$ cat src/rtl/cpack_word_codec_assert.svh
// assertion macros used by the codec top level
`ifndef CPACK_WORD_CODEC_ASSERT_SVH
`define CPACK_WORD_CODEC_ASSERT_SVH

// same-cycle implication, sampled on clk, off during reset
`define CPWC_ASSERT_NOW(lbl, ante, cons) \
  lbl: assert property (@(posedge clk) disable iff (!rst_n) (ante) |-> (cons)) \
    else $error("cpwc check failed");

// next-cycle implication, sampled on clk, off during reset
`define CPWC_ASSERT_NEXT(lbl, ante, cons) \
  lbl: assert property (@(posedge clk) disable iff (!rst_n) (ante) |=> (cons)) \
    else $error("cpwc check failed");

`endif

$ cat src/rtl/cpwc_pkg.sv
// types and constants of the c-pack word codec
package cpwc_pkg;

  localparam int DICT_ENTRIES_DEF = 16;
  localparam int IDX_W            = 4;
  localparam int CFG_IDX_W        = 2;
  localparam int CFG_DATA_W       = 36;

  // configuration register indexes
  localparam logic [CFG_IDX_W-1:0] CFG_MODE = 2'd0;
  localparam logic [CFG_IDX_W-1:0] CFG_CODE = 2'd1;
  localparam logic [CFG_IDX_W-1:0] CFG_LEN  = 2'd2;

  // register reset values
  localparam logic [23:0] CODE_TABLE_RST = 24'hDCE210;
  localparam logic [35:0] LEN_TABLE_RST  = {6'd12, 6'd24, 6'd16, 6'd6, 6'd34, 6'd2};

  typedef enum logic [2:0] {
    PAT_ZZZZ = 3'd0,
    PAT_XXXX = 3'd1,
    PAT_MMMM = 3'd2,
    PAT_MMMX = 3'd3,
    PAT_MMXX = 3'd4,
    PAT_ZZZX = 3'd5
  } pat_t;

  // best dictionary match found so far
  typedef enum logic [1:0] {
    LVL_NONE  = 2'd0,
    LVL_HALF  = 2'd1,
    LVL_THREE = 2'd2,
    LVL_FULL  = 2'd3
  } lvl_t;

  typedef struct packed {
    logic        line_start;
    logic [31:0] plain_word;
    logic [35:0] packed_in;
  } in_item_t;

  typedef struct packed {
    logic [35:0] packed_out;
    logic [5:0]  packed_bits;
    logic [9:0]  line_bits;
    logic [31:0] plain_out;
    logic [2:0]  pattern;
  } out_item_t;

  // word in flight along the cell row
  typedef struct packed {
    logic             vld;
    logic             dec;
    logic             search;
    pat_t             pat;
    logic [IDX_W-1:0] idx;
    logic [31:0]      word;
    lvl_t             lvl;
    logic [IDX_W-1:0] pos;
    logic [31:0]      rd;
  } probe_t;

endpackage

$ cat src/rtl/cpwc_cell.sv
// one dictionary cell: holds an entry and checks the passing word against it
module cpwc_cell
  import cpwc_pkg::*;
#(
  parameter int IDX = 0
) (
  input  logic        clk,
  input  logic        rst_n,
  input  logic        clear,
  input  logic        wr_en,
  input  logic [31:0] wr_data,
  input  logic        hold,
  input  probe_t      probe_in,
  output probe_t      probe_out
);

  localparam logic [IDX_W-1:0] CELL_ID = IDX_W'(IDX);

  logic        valid_r;
  logic [31:0] word_r;
  probe_t      probe_r;
  probe_t      probe_nxt;
  logic        valid_eff;
  logic [31:0] word_eff;

  // a line start in this cycle empties the entry before the compare
  assign valid_eff = valid_r & ~clear;
  assign word_eff  = clear ? '0 : word_r;

  // compare against the entry, or pick it up for a decode
  always_comb begin
    probe_nxt = probe_in;
    if (probe_in.vld) begin
      if (!probe_in.dec && probe_in.search && valid_eff) begin
        if (word_eff == probe_in.word && probe_in.lvl != LVL_FULL) begin
          probe_nxt.lvl = LVL_FULL;
          probe_nxt.pos = CELL_ID;
        end else if (probe_in.lvl != LVL_FULL && probe_in.lvl != LVL_THREE &&
                     word_eff[31:8] == probe_in.word[31:8]) begin
          probe_nxt.lvl = LVL_THREE;
          probe_nxt.pos = CELL_ID;
        end else if (probe_in.lvl == LVL_NONE &&
                     word_eff[31:16] == probe_in.word[31:16]) begin
          probe_nxt.lvl = LVL_HALF;
          probe_nxt.pos = CELL_ID;
        end
      end
      if (probe_in.dec && probe_in.idx == CELL_ID) begin
        probe_nxt.rd = word_eff;
      end
    end
  end

  // dictionary entry
  always_ff @(posedge clk) begin
    if (!rst_n) begin
      valid_r <= 1'b0;
      word_r  <= '0;
    end else if (clear) begin
      valid_r <= 1'b0;
      word_r  <= '0;
    end else if (wr_en) begin
      valid_r <= 1'b1;
      word_r  <= wr_data;
    end
  end

  // hand the word on to the next cell
  always_ff @(posedge clk) begin
    if (!rst_n) begin
      probe_r.vld <= 1'b0;
    end else if (!hold) begin
      probe_r <= probe_nxt;
    end
  end

  assign probe_out = probe_r;

endmodule

$ cat src/rtl/cpack_word_codec.sv
// c-pack word codec top level: entry decode, cell row, result and output register
// a word walks through the cell registers in turn; its result then goes to the output register
// a new word is taken only once the previous one has left the cell row
// a waiting result does not block the next word from entering the row
// reset (synchronous, rst_n low) empties the dictionary, zeroes the bit total
// and loads the register defaults; no clearing pass is needed
module cpack_word_codec
  import cpwc_pkg::*;
#(
  parameter int DICT_ENTRIES = DICT_ENTRIES_DEF
) (
  input  logic                  clk,
  input  logic                  rst_n,
  input  logic                  in_valid,
  output logic                  in_stall,
  input  in_item_t              in_data,
  output logic                  out_valid,
  input  logic                  out_stall,
  output out_item_t             out_data,
  input  logic                  cfg_we,
  input  logic [CFG_IDX_W-1:0]  cfg_index,
  input  logic [CFG_DATA_W-1:0] cfg_wdata
);

`include "cpack_word_codec_assert.svh"

  localparam int CNT_W = $clog2(DICT_ENTRIES + 1);

  logic        mode_r;
  logic [23:0] code_table_r;
  logic [35:0] len_table_r;

  logic             busy_r;
  logic [CNT_W-1:0] count_r;
  logic [CNT_W-1:0] count_nxt;
  logic [9:0]       bit_total_r;
  logic [9:0]       bit_total_nxt;
  logic             out_valid_r;
  out_item_t        out_data_r;

  logic        in_accept;
  logic        clear;
  probe_t      entry;
  probe_t      chain [DICT_ENTRIES];
  probe_t      lp;
  logic [DICT_ENTRIES-1:0] cell_vld;

  logic        fire;
  logic        last_hold;
  logic        append;
  logic [31:0] app_word;
  pat_t        pat;
  logic [3:0]  code;
  logic [5:0]  len;
  logic [35:0] packed_val;
  logic [31:0] plain_val;
  logic [10:0] sum;
  logic [9:0]  total_val;

  // configuration registers
  always_ff @(posedge clk) begin
    if (!rst_n) begin
      mode_r       <= 1'b0;
      code_table_r <= CODE_TABLE_RST;
      len_table_r  <= LEN_TABLE_RST;
    end else if (cfg_we) begin
      case (cfg_index)
        CFG_MODE: mode_r       <= cfg_wdata[0];
        CFG_CODE: code_table_r <= cfg_wdata[23:0];
        CFG_LEN:  len_table_r  <= cfg_wdata;
        default:  ;
      endcase
    end
  end

  assign in_stall  = busy_r;
  assign in_accept = in_valid & ~in_stall;
  assign clear     = in_accept & in_data.line_start;

  // classify the incoming word before it enters the row
  always_comb begin
    entry        = '0;
    entry.vld    = in_accept;
    entry.dec    = mode_r;
    entry.lvl    = LVL_NONE;
    entry.pat    = PAT_ZZZZ;
    if (!mode_r) begin
      entry.word   = in_data.plain_word;
      entry.search = |in_data.plain_word[31:8];
      if (|in_data.plain_word[31:8]) begin
        entry.pat = PAT_XXXX;
      end else if (|in_data.plain_word[7:0]) begin
        entry.pat = PAT_ZZZX;
      end
    end else begin
      entry.word = in_data.packed_in[31:0];
      if (in_data.packed_in[32]) begin
        entry.pat = PAT_XXXX;
      end else if (|in_data.packed_in[23:20]) begin
        entry.pat = PAT_MMXX;
        entry.idx = in_data.packed_in[19:16];
      end else if (|in_data.packed_in[15:12]) begin
        entry.pat = PAT_MMMX;
        entry.idx = in_data.packed_in[11:8];
      end else if (|in_data.packed_in[11:8]) begin
        entry.pat = PAT_ZZZX;
      end else if (|in_data.packed_in[7:4]) begin
        entry.pat = PAT_MMMM;
        entry.idx = in_data.packed_in[3:0];
      end
    end
  end

  // row of dictionary cells
  for (genvar k = 0; k < DICT_ENTRIES; k++) begin : g_cell
    probe_t cell_in;
    logic   cell_wr;
    logic   cell_hold;

    if (k == 0) begin : g_head
      assign cell_in = entry;
    end else begin : g_link
      assign cell_in = chain[k-1];
    end

    assign cell_wr     = append && (count_r == CNT_W'(k));
    assign cell_hold   = (k == DICT_ENTRIES - 1) ? last_hold : 1'b0;
    assign cell_vld[k] = chain[k].vld;

    cpwc_cell #(
      .IDX (k)
    ) u_cell (
      .clk       (clk),
      .rst_n     (rst_n),
      .clear     (clear),
      .wr_en     (cell_wr),
      .wr_data   (app_word),
      .hold      (cell_hold),
      .probe_in  (cell_in),
      .probe_out (chain[k])
    );
  end

  assign lp        = chain[DICT_ENTRIES-1];
  assign last_hold = lp.vld & out_valid_r & out_stall;
  assign fire      = lp.vld & ~(out_valid_r & out_stall);

  // final pattern
  always_comb begin
    pat = lp.pat;
    if (!lp.dec && lp.search) begin
      case (lp.lvl)
        LVL_FULL:  pat = PAT_MMMM;
        LVL_THREE: pat = PAT_MMMX;
        LVL_HALF:  pat = PAT_MMXX;
        default:   pat = PAT_XXXX;
      endcase
    end
  end

  // table lookups
  always_comb begin
    case (pat)
      PAT_ZZZZ: begin code = code_table_r[3:0];   len = len_table_r[5:0];   end
      PAT_XXXX: begin code = code_table_r[7:4];   len = len_table_r[11:6];  end
      PAT_MMMM: begin code = code_table_r[11:8];  len = len_table_r[17:12]; end
      PAT_MMMX: begin code = code_table_r[15:12]; len = len_table_r[23:18]; end
      PAT_MMXX: begin code = code_table_r[19:16]; len = len_table_r[29:24]; end
      PAT_ZZZX: begin code = code_table_r[23:20]; len = len_table_r[35:30]; end
      default:  begin code = '0;                  len = '0;                 end
    endcase
  end

  // packed code word in compress mode, rebuilt word in decompress mode
  always_comb begin
    packed_val = '0;
    plain_val  = '0;
    if (!lp.dec) begin
      case (pat)
        PAT_ZZZZ: packed_val = {32'd0, code};
        PAT_ZZZX: packed_val = {24'd0, code, lp.word[7:0]};
        PAT_MMMM: packed_val = {28'd0, code, lp.pos};
        PAT_MMMX: packed_val = {20'd0, code, lp.pos, lp.word[7:0]};
        PAT_MMXX: packed_val = {12'd0, code, lp.pos, lp.word[15:0]};
        PAT_XXXX: packed_val = {code, lp.word};
        default:  packed_val = '0;
      endcase
    end else begin
      case (pat)
        PAT_XXXX: plain_val = lp.word;
        PAT_MMXX: plain_val = {lp.rd[31:16], lp.word[15:0]};
        PAT_MMMX: plain_val = {lp.rd[31:8], lp.word[7:0]};
        PAT_ZZZX: plain_val = {24'd0, lp.word[7:0]};
        PAT_MMMM: plain_val = lp.rd;
        default:  plain_val = '0;
      endcase
    end
  end

  // append while the dictionary has room
  always_comb begin
    append = 1'b0;
    if (fire && count_r < CNT_W'(DICT_ENTRIES)) begin
      if (!lp.dec) begin
        append = lp.search;
      end else begin
        append = pat inside {PAT_XXXX, PAT_MMXX, PAT_MMMX, PAT_MMMM};
      end
    end
  end

  // word stored in the dictionary: the plain word, or the rebuilt one when decoding
  assign app_word = lp.dec ? plain_val : lp.word;

  // saturating bit total
  assign sum       = {1'b0, bit_total_r} + {5'd0, len};
  assign total_val = sum[10] ? 10'h3FF : sum[9:0];

  always_comb begin
    count_nxt     = count_r;
    bit_total_nxt = bit_total_r;
    if (clear) begin
      count_nxt     = '0;
      bit_total_nxt = '0;
    end else if (fire) begin
      bit_total_nxt = total_val;
      if (append) begin
        count_nxt = count_r + 1'b1;
      end
    end
  end

  // line state and busy flag
  always_ff @(posedge clk) begin
    if (!rst_n) begin
      busy_r      <= 1'b0;
      count_r     <= '0;
      bit_total_r <= '0;
    end else begin
      count_r     <= count_nxt;
      bit_total_r <= bit_total_nxt;
      if (in_accept) begin
        busy_r <= 1'b1;
      end else if (fire) begin
        busy_r <= 1'b0;
      end
    end
  end

  // output register
  always_ff @(posedge clk) begin
    if (!rst_n) begin
      out_valid_r <= 1'b0;
    end else if (fire) begin
      out_valid_r <= 1'b1;
    end else if (!out_stall) begin
      out_valid_r <= 1'b0;
    end
  end

  always_ff @(posedge clk) begin
    if (fire) begin
      out_data_r.packed_out  <= packed_val;
      out_data_r.packed_bits <= len;
      out_data_r.line_bits   <= total_val;
      out_data_r.plain_out   <= plain_val;
      out_data_r.pattern     <= pat;
    end
  end

  assign out_valid = out_valid_r;
  assign out_data  = out_data_r;

  // checks
  `CPWC_ASSERT_NEXT(a_one_word_at_a_time, in_valid && !in_stall, in_stall)
  `CPWC_ASSERT_NOW(a_single_word_in_row, 1'b1, $onehot0(cell_vld))
  `CPWC_ASSERT_NEXT(a_append_counts, append, count_r == $past(count_r) + 1'b1)
  `CPWC_ASSERT_NEXT(a_total_grows, fire, bit_total_r >= $past(bit_total_r))

endmodule

$ cat config.mk
export PLATFORM = sky130hd
export DESIGN_NAME = cpack_word_codec
export DESIGN_NICKNAME = d
export VERILOG_FILES = /design/src/rtl/cpwc_pkg.sv /design/src/rtl/cpwc_cell.sv /design/src/rtl/cpack_word_codec.sv
export VERILOG_INCLUDE_DIRS = /design/src /design/src/rtl
export SDC_FILE = /design/constraint.sdc
export NUM_CORES = 2
export LEC_CHECK = 0
export ABC_AREA = 1
export BUFFER_PORTS_ARGS = -buffer_cell sky130_fd_sc_hd__clkbuf_2
export CORE_MARGIN = 2
export CORE_UTILIZATION = 60
export DETAILED_ROUTE_END_ITERATION = 8
export PLACE_DENSITY = 0.77
export RECOVER_POWER = 50
export SYNTH_ARGS = -nofsm -noshare
export SYNTH_HDL_FRONTEND = slang
export SYNTH_SLANG_ARGS = --single-unit
$ cat constraint.sdc
create_clock -name clk -period 12.5 [get_ports clk]
set_clock_uncertainty 0.05 [all_clocks]
set_input_delay 1.875 -clock clk [delete_from_list [all_inputs] [get_ports clk]]
set_output_delay 1.875 -clock clk [all_outputs]
set_load 0.02 [all_outputs]
* Word-level counts from Yosys, hierarchy flattened
Index checks and enable logic that the tools add are counted.
** Operators by class
- Magnitude comparators :: 1
- Multiplexer cells :: 137
- Bitwise gates (word level) :: 29
- Reductions and logical operators :: 179
- Equality and inequality tests :: 119
- $add $sub $neg :: 2
** Operators with widths (count)
- 32-bit 2-to-1 mux :: 34
- 38-bit 2-to-1 mux :: 15
- 32-bit == test :: 16
- 24-bit == test :: 16
- 6-bit 2-to-1 mux :: 63
- 16-bit == test :: 16
- 36-bit one-hot mux with 6 select lines :: 1
- 32-bit one-hot mux with 5 select lines :: 1
- 1-bit logical AND :: 126
- 2-bit inequality test, second input constant :: 30
- 5-bit by 4-bit == test with 1-bit output, second input constant :: 8
- 6-bit one-hot mux with 6 select lines :: 1
- 4-bit == test, second input constant :: 8
- 2-bit logical NOT :: 16
- 24-bit OR reduction :: 1
- 1-bit bitwise AND :: 22
- 5-bit by 3-bit == test with 1-bit output, second input constant :: 4
- 4-bit one-hot mux with 5 select lines :: 1
- 4-bit OR reduction :: 5
- 3-bit 2-to-1 mux :: 6
- 1-bit logical NOT :: 17
- 4-bit by 3-bit == test with 1-bit output, second input constant :: 4
- 7-bit 2-to-1 mux :: 2
- 2-bit AND reduction :: 7
- 26 further kinds :: 47
** Storage, ports and cells
- Register bits :: 1969
- Input bits :: 112
- Logic and storage cells :: 654
- Output and inout port bits :: 89

* Depth between registers and ports, before layout
- Word-level depth :: 11
- Mapped depth :: 26
- Gate-level depth less buffers :: 23

* Cells and area by module
From an unflattened synthesis, not the netlist that was laid out.
** Second synthesis, totals
- Cell total of the unflattened synthesis :: 9201
- Area, all modules :: 84808.8 um2
** Modules (own cells, without submodules)
- cpwc_cell (g_cell[10].u_cell ...) :: instances 4, area each 4755.8 um2, cells each 505, sequential area each 3052.9 um2
- cpwc_cell (g_cell[4].u_cell ...) :: instances 2, area each 4810.9 um2, cells each 506, sequential area each 3052.9 um2
- cpwc_cell (g_cell[11].u_cell ...) :: instances 2, area each 4773.3 um2, cells each 497, sequential area each 3052.9 um2
- cpwc_cell (g_cell[1].u_cell ...) :: instances 2, area each 4764.6 um2, cells each 505, sequential area each 3052.9 um2
- cpwc_cell (g_cell[13].u_cell ...) :: instances 2, area each 4749.6 um2, cells each 498, sequential area each 3052.9 um2
- cpack_word_codec :: instances 1, area each 8405.6 um2, cells each 1118, sequential area each 4174.0 um2
- cpwc_cell (g_cell[15].u_cell) :: instances 1, area each 4923.5 um2, cells each 544, sequential area each 3052.9 um2
- cpwc_cell (g_cell[12].u_cell) :: instances 1, area each 4757.1 um2, cells each 504, sequential area each 3052.9 um2
- cpwc_cell (g_cell[3].u_cell) :: instances 1, area each 4752.1 um2, cells each 504, sequential area each 3052.9 um2
- cpwc_cell (g_cell[0].u_cell) :: instances 1, area each 4750.8 um2, cells each 499, sequential area each 3052.9 um2

* Worst setup path before layout
Ideal clock, no wire load.
- Path type :: in2reg
- From :: input port out_stall
- To :: register bit_total_r[6]
- Stages on the path :: 6
- Slack :: 7.161 ns
- Required time :: 12.343 ns
- Path buffers :: 1
- Arrival time :: 5.182 ns
- Library setup time :: 0.107 ns
- Cells stage by stage :: nand2_1 inv_1 nor2_1 clkbuf_1 o21ai_0 a21oi_1
** On the way
- Longest elaborated chain between the ends :: 3
** Ends and longest elaborated chain
- start, declared :: RTL line cpack_word_codec.sv:18 : input logic out_stall,
- 1-bit bitwise AND :: RTL line cpack_word_codec.sv:146 : assign fire = lp.vld & ~(out_valid_r & out_stall);
- 1-bit NOT :: RTL line cpack_word_codec.sv:146
- 1-bit bitwise AND :: RTL line cpack_word_codec.sv:146
- named net fire :: RTL line cpack_word_codec.sv:48 : logic fire;
- end signal, assigned :: RTL line cpack_word_codec.sv:241 : bit_total_r <= bit_total_nxt;
- end, declared :: RTL line cpack_word_codec.sv:36 : logic [9:0] bit_total_r;
The timed path passes the listed nets, and every way through them passes these cells.
A chain may end at the register's enable or synchronous reset.

* Worst setup path in the final report
- From :: input port rst_n
- To :: register g_cell[2].u_cell.probe_r (netlist bit g_cell[2].u_cell.probe_out[43]) (enable)
** RTL lines
- start, declared :: RTL line cpack_word_codec.sv:13 : input logic rst_n,
- end signal, assigned :: RTL line cpwc_cell.sv:73 : probe_r <= probe_nxt;
- end, declared :: RTL line cpwc_cell.sv:21 : probe_t probe_r;
No word-level cell between the ends.

==> flow_summary.json <==
{
  "status": "finished with violations",
  "violations": "max-capacitance violations, max-slew violations",
  "crit_type": "in2reg",
  "start_util": 0.603,
  "wl_per_cell_um": 14.7,
  "max_freq_ghz": 0.120,
  "end_kind": "flop",
  "grt_pass1_vias": 58500,
  "max-clock-path-buffers": 3,
  "cts_hold_buf": 0,
  "rsz0062_at_grt": "false",
  "cts_inserted_buffers": 191,
  "area_growth_pct": 9.50,
  "num-nets-final": 10000,
  "synth_nets": 9986,
  "drc": 0,
  "synthFlopType": "edfxtp_1",
  "ys_seq_area_frac": 0.606,
  "core_area_um2": 143000,
  "ant_nets": 0,
  "ctsRootBufferMaster": "clkbuf_16",
  "cp_common_cell": "clkbuf_1",
  "crit_path_max_fanout": 55,
  "max_cap_viol_count": 15,
  "cts_resized": 0,
  "clk_latency_ns": 0.81,
  "ir_worst_vdd_mv": 0.118,
  "first_pass_iters": 8,
  "rows": 139,
  "fin_crit_ns": 8.31,
  "grt_pass1_wl_um": 283000,
  "dpl.hpwl_um": 119000,
  "max_stage_delay_ns": 2.70,
  "final_cell_mix": "nand2_1 (3061), nor2_1 (1769), edfxtp_1 (1332)",
  "maxSlewHeadroom": -1.70,
  "pwr-share-comb": 0.048,
  "synthArstFlopShare": 0,
  "seqPwrFrac": 0.529,
  "drive_above_1_share": 0.0528,
  "timing.final.ws_setup_ns": 4.19,
  "cp_top_family": "buffers and inverters",
  "drt_wl_total_um": 176000,
  "cts_sinks": 1954,
  "gp_congestion": 0.905,
  "numPortBuffers": 197,
  "crit_slowest_cell": "clkbuf_1",
  "antenna_found_initial": 1,
  "p_leak_nw": 40.7,
  "vias": 61900,
  "drv_slew": 892,
  "io_pins": 201,
  "pre_cts_ws_ns": 6.23,
  "final_hold_viol_count": 0,
  "crit_path_cell_trace": "clkbuf_1 -> clkbuf_1 -> clkbuf_1",
  "p_switching_mw": 2.97,
  "worstMarginPinSlew_ns": 4.05,
  "start_kind": "input pin",
  "fin_setup_tns_ns": 0,
  "cp_data_required_time_ns": 12.82,
  "netlist_area_um2": 86600,
  "synth-seq-cells": 1954,
  "vias_per_cell": 5.18,
  "synth_cell_type_count": 49,
  "holdCritPathClass": "reg2reg",
  "fin_util": 0.661,
  "die_h_um": 384,
  "die-area_um2": 147000,
  "powerDensity_nw_per_um2": 146,
  "grt_start_max_net_pins": 226,
  "p_clk_frac": 0.423,
  "synth_cells": 9862,
  "setup_viol": 0,
  "dieWidth_um": 384,
  "period_share": 0.665,
  "cts_tree": "built",
  "ys_warn_count": 0,
  "cts_max_level": 4,
  "path_clk_slew_ns": 0.06,
  "path_buf_inv": 3,
  "avgSynthCellArea_um2": 8.78,
  "cp_data_arrival_time_ns": 8.63,
  "cts_setup_buffers": 0,
  "finalPower_mw": 13.8,
  "synth_edf_count": 1332,
  "grt-ovfl-total": 0,
  "p_int_mw": 10.9,
  "final_common_cell": "nand2_1",
  "swShare": 0.215,
  "drt_iter0_drc": 4546,
  "grt_usage": 0.236
}
[layer usage]
metal / part of all wire / track usage
met4: 0.052 / 0.126
met3: 0.057 / 0.0323
met2: 0.48 / 0.413
met1: 0.41 / 0.283
met5: 0.000074 / 0
[logic make-up after synthesis]
group | Yosys count | share of synthesized area
DFF | 1954 | 0.606
and+or+nand+nor | 5458 | 0.254
adders and majority gates | 12 | 0.00182
buffers and inverters | 1519 | 0.0720
muxes | 2 | 0.000231
AOI/OAI and AO/OA | 794 | 0.0540
xor gates and xnor gates | 123 | 0.0124
[path summary, 6_finish.rpt]
kind,slack [ns],endpoint,cells past startpoint,startpoint
setup / recovery,4.19,g_cell[2].u_cell.probe_out[43],3,rst_n
hold / removal,0.36,g_cell[3].u_cell.probe_out[75],0,g_cell[2].u_cell.probe_out[75]
setup reg to reg,4.25,bit_total_r[5],22,g_cell[15].u_cell.probe_out[78]
hold reg to reg,0.36,g_cell[3].u_cell.probe_out[75],0,g_cell[2].u_cell.probe_out[75]
[cells in the mapped netlist (all sizes together) (12+ instances only)]
cell    count  area share
nand4      53      0.0043
xor2       34      0.0034
nand3b    184       0.016
nor4       17      0.0012
o21ai     165       0.010
clkbuf    193      0.0084
a21oi     365       0.021
nand2    3067        0.13
buf       255       0.017
o21a      227       0.020
dfxtp     622        0.14
xnor2      89      0.0090
and2       12     0.00087
edfxtp   1332        0.46
o22ai      12     0.00087
nor2     1770       0.077
nand3     281       0.016
nor3       59      0.0035
inv      1068       0.046
[stage by stage]
step                instance area [um2]  std cells  hold WS, ns
finish                            94800      12000        0.358
global route                      94800      12000        0.370
CTS                               95000      12000        0.346
detailed placement                88500      11600        0.355
global placement                  88500      11600        0.353
floorplan                         86600       9862        0.350
[final cells by class]
class / count / area, um2
Fill cell: 10600 / 48700
Antenna cell: 2 / 5.00
Clock inverter: 64 / 682
Inverter: 1071 / 4030
Multi-Input combinational cell: 6389 / 28000
Tap cell: 1903 / 2380
Timing Repair Buffer: 279 / 1480
Clock buffer: 298 / 5820
Sequential cell: 1954 / 52500
[state kept, by name (all words and copies together), names as in the netlist, 5 cells and up]
name	flops
code_table_r	24
out_data	87
g_cell.u_cell.probe_out	1261
len_table_r	36
g_cell.u_cell.word_r	512
bit_total_r	10
g_cell.u_cell.valid_r	16
count_r	5
[power groups by stage]
| stage | combinational (mW) | clock, mW | sequential (mW) |
|---|---|---|---|
| 6_report | 0.670 | 5.85 | 7.31 |
| 5_1_grt | 0.742 | 6.20 | 7.33 |
| 4_1_cts | 0.669 | 5.94 | 7.30 |
| 3_5_place_dp | 0.664 | 0 | 7.44 |
| 3_3_place_gp | 0.645 | 0 | 7.43 |
| 2_1_floorplan | 0.423 | 0 | 7.39 |
Note: power is estimated with default switching activity, not from simulation.
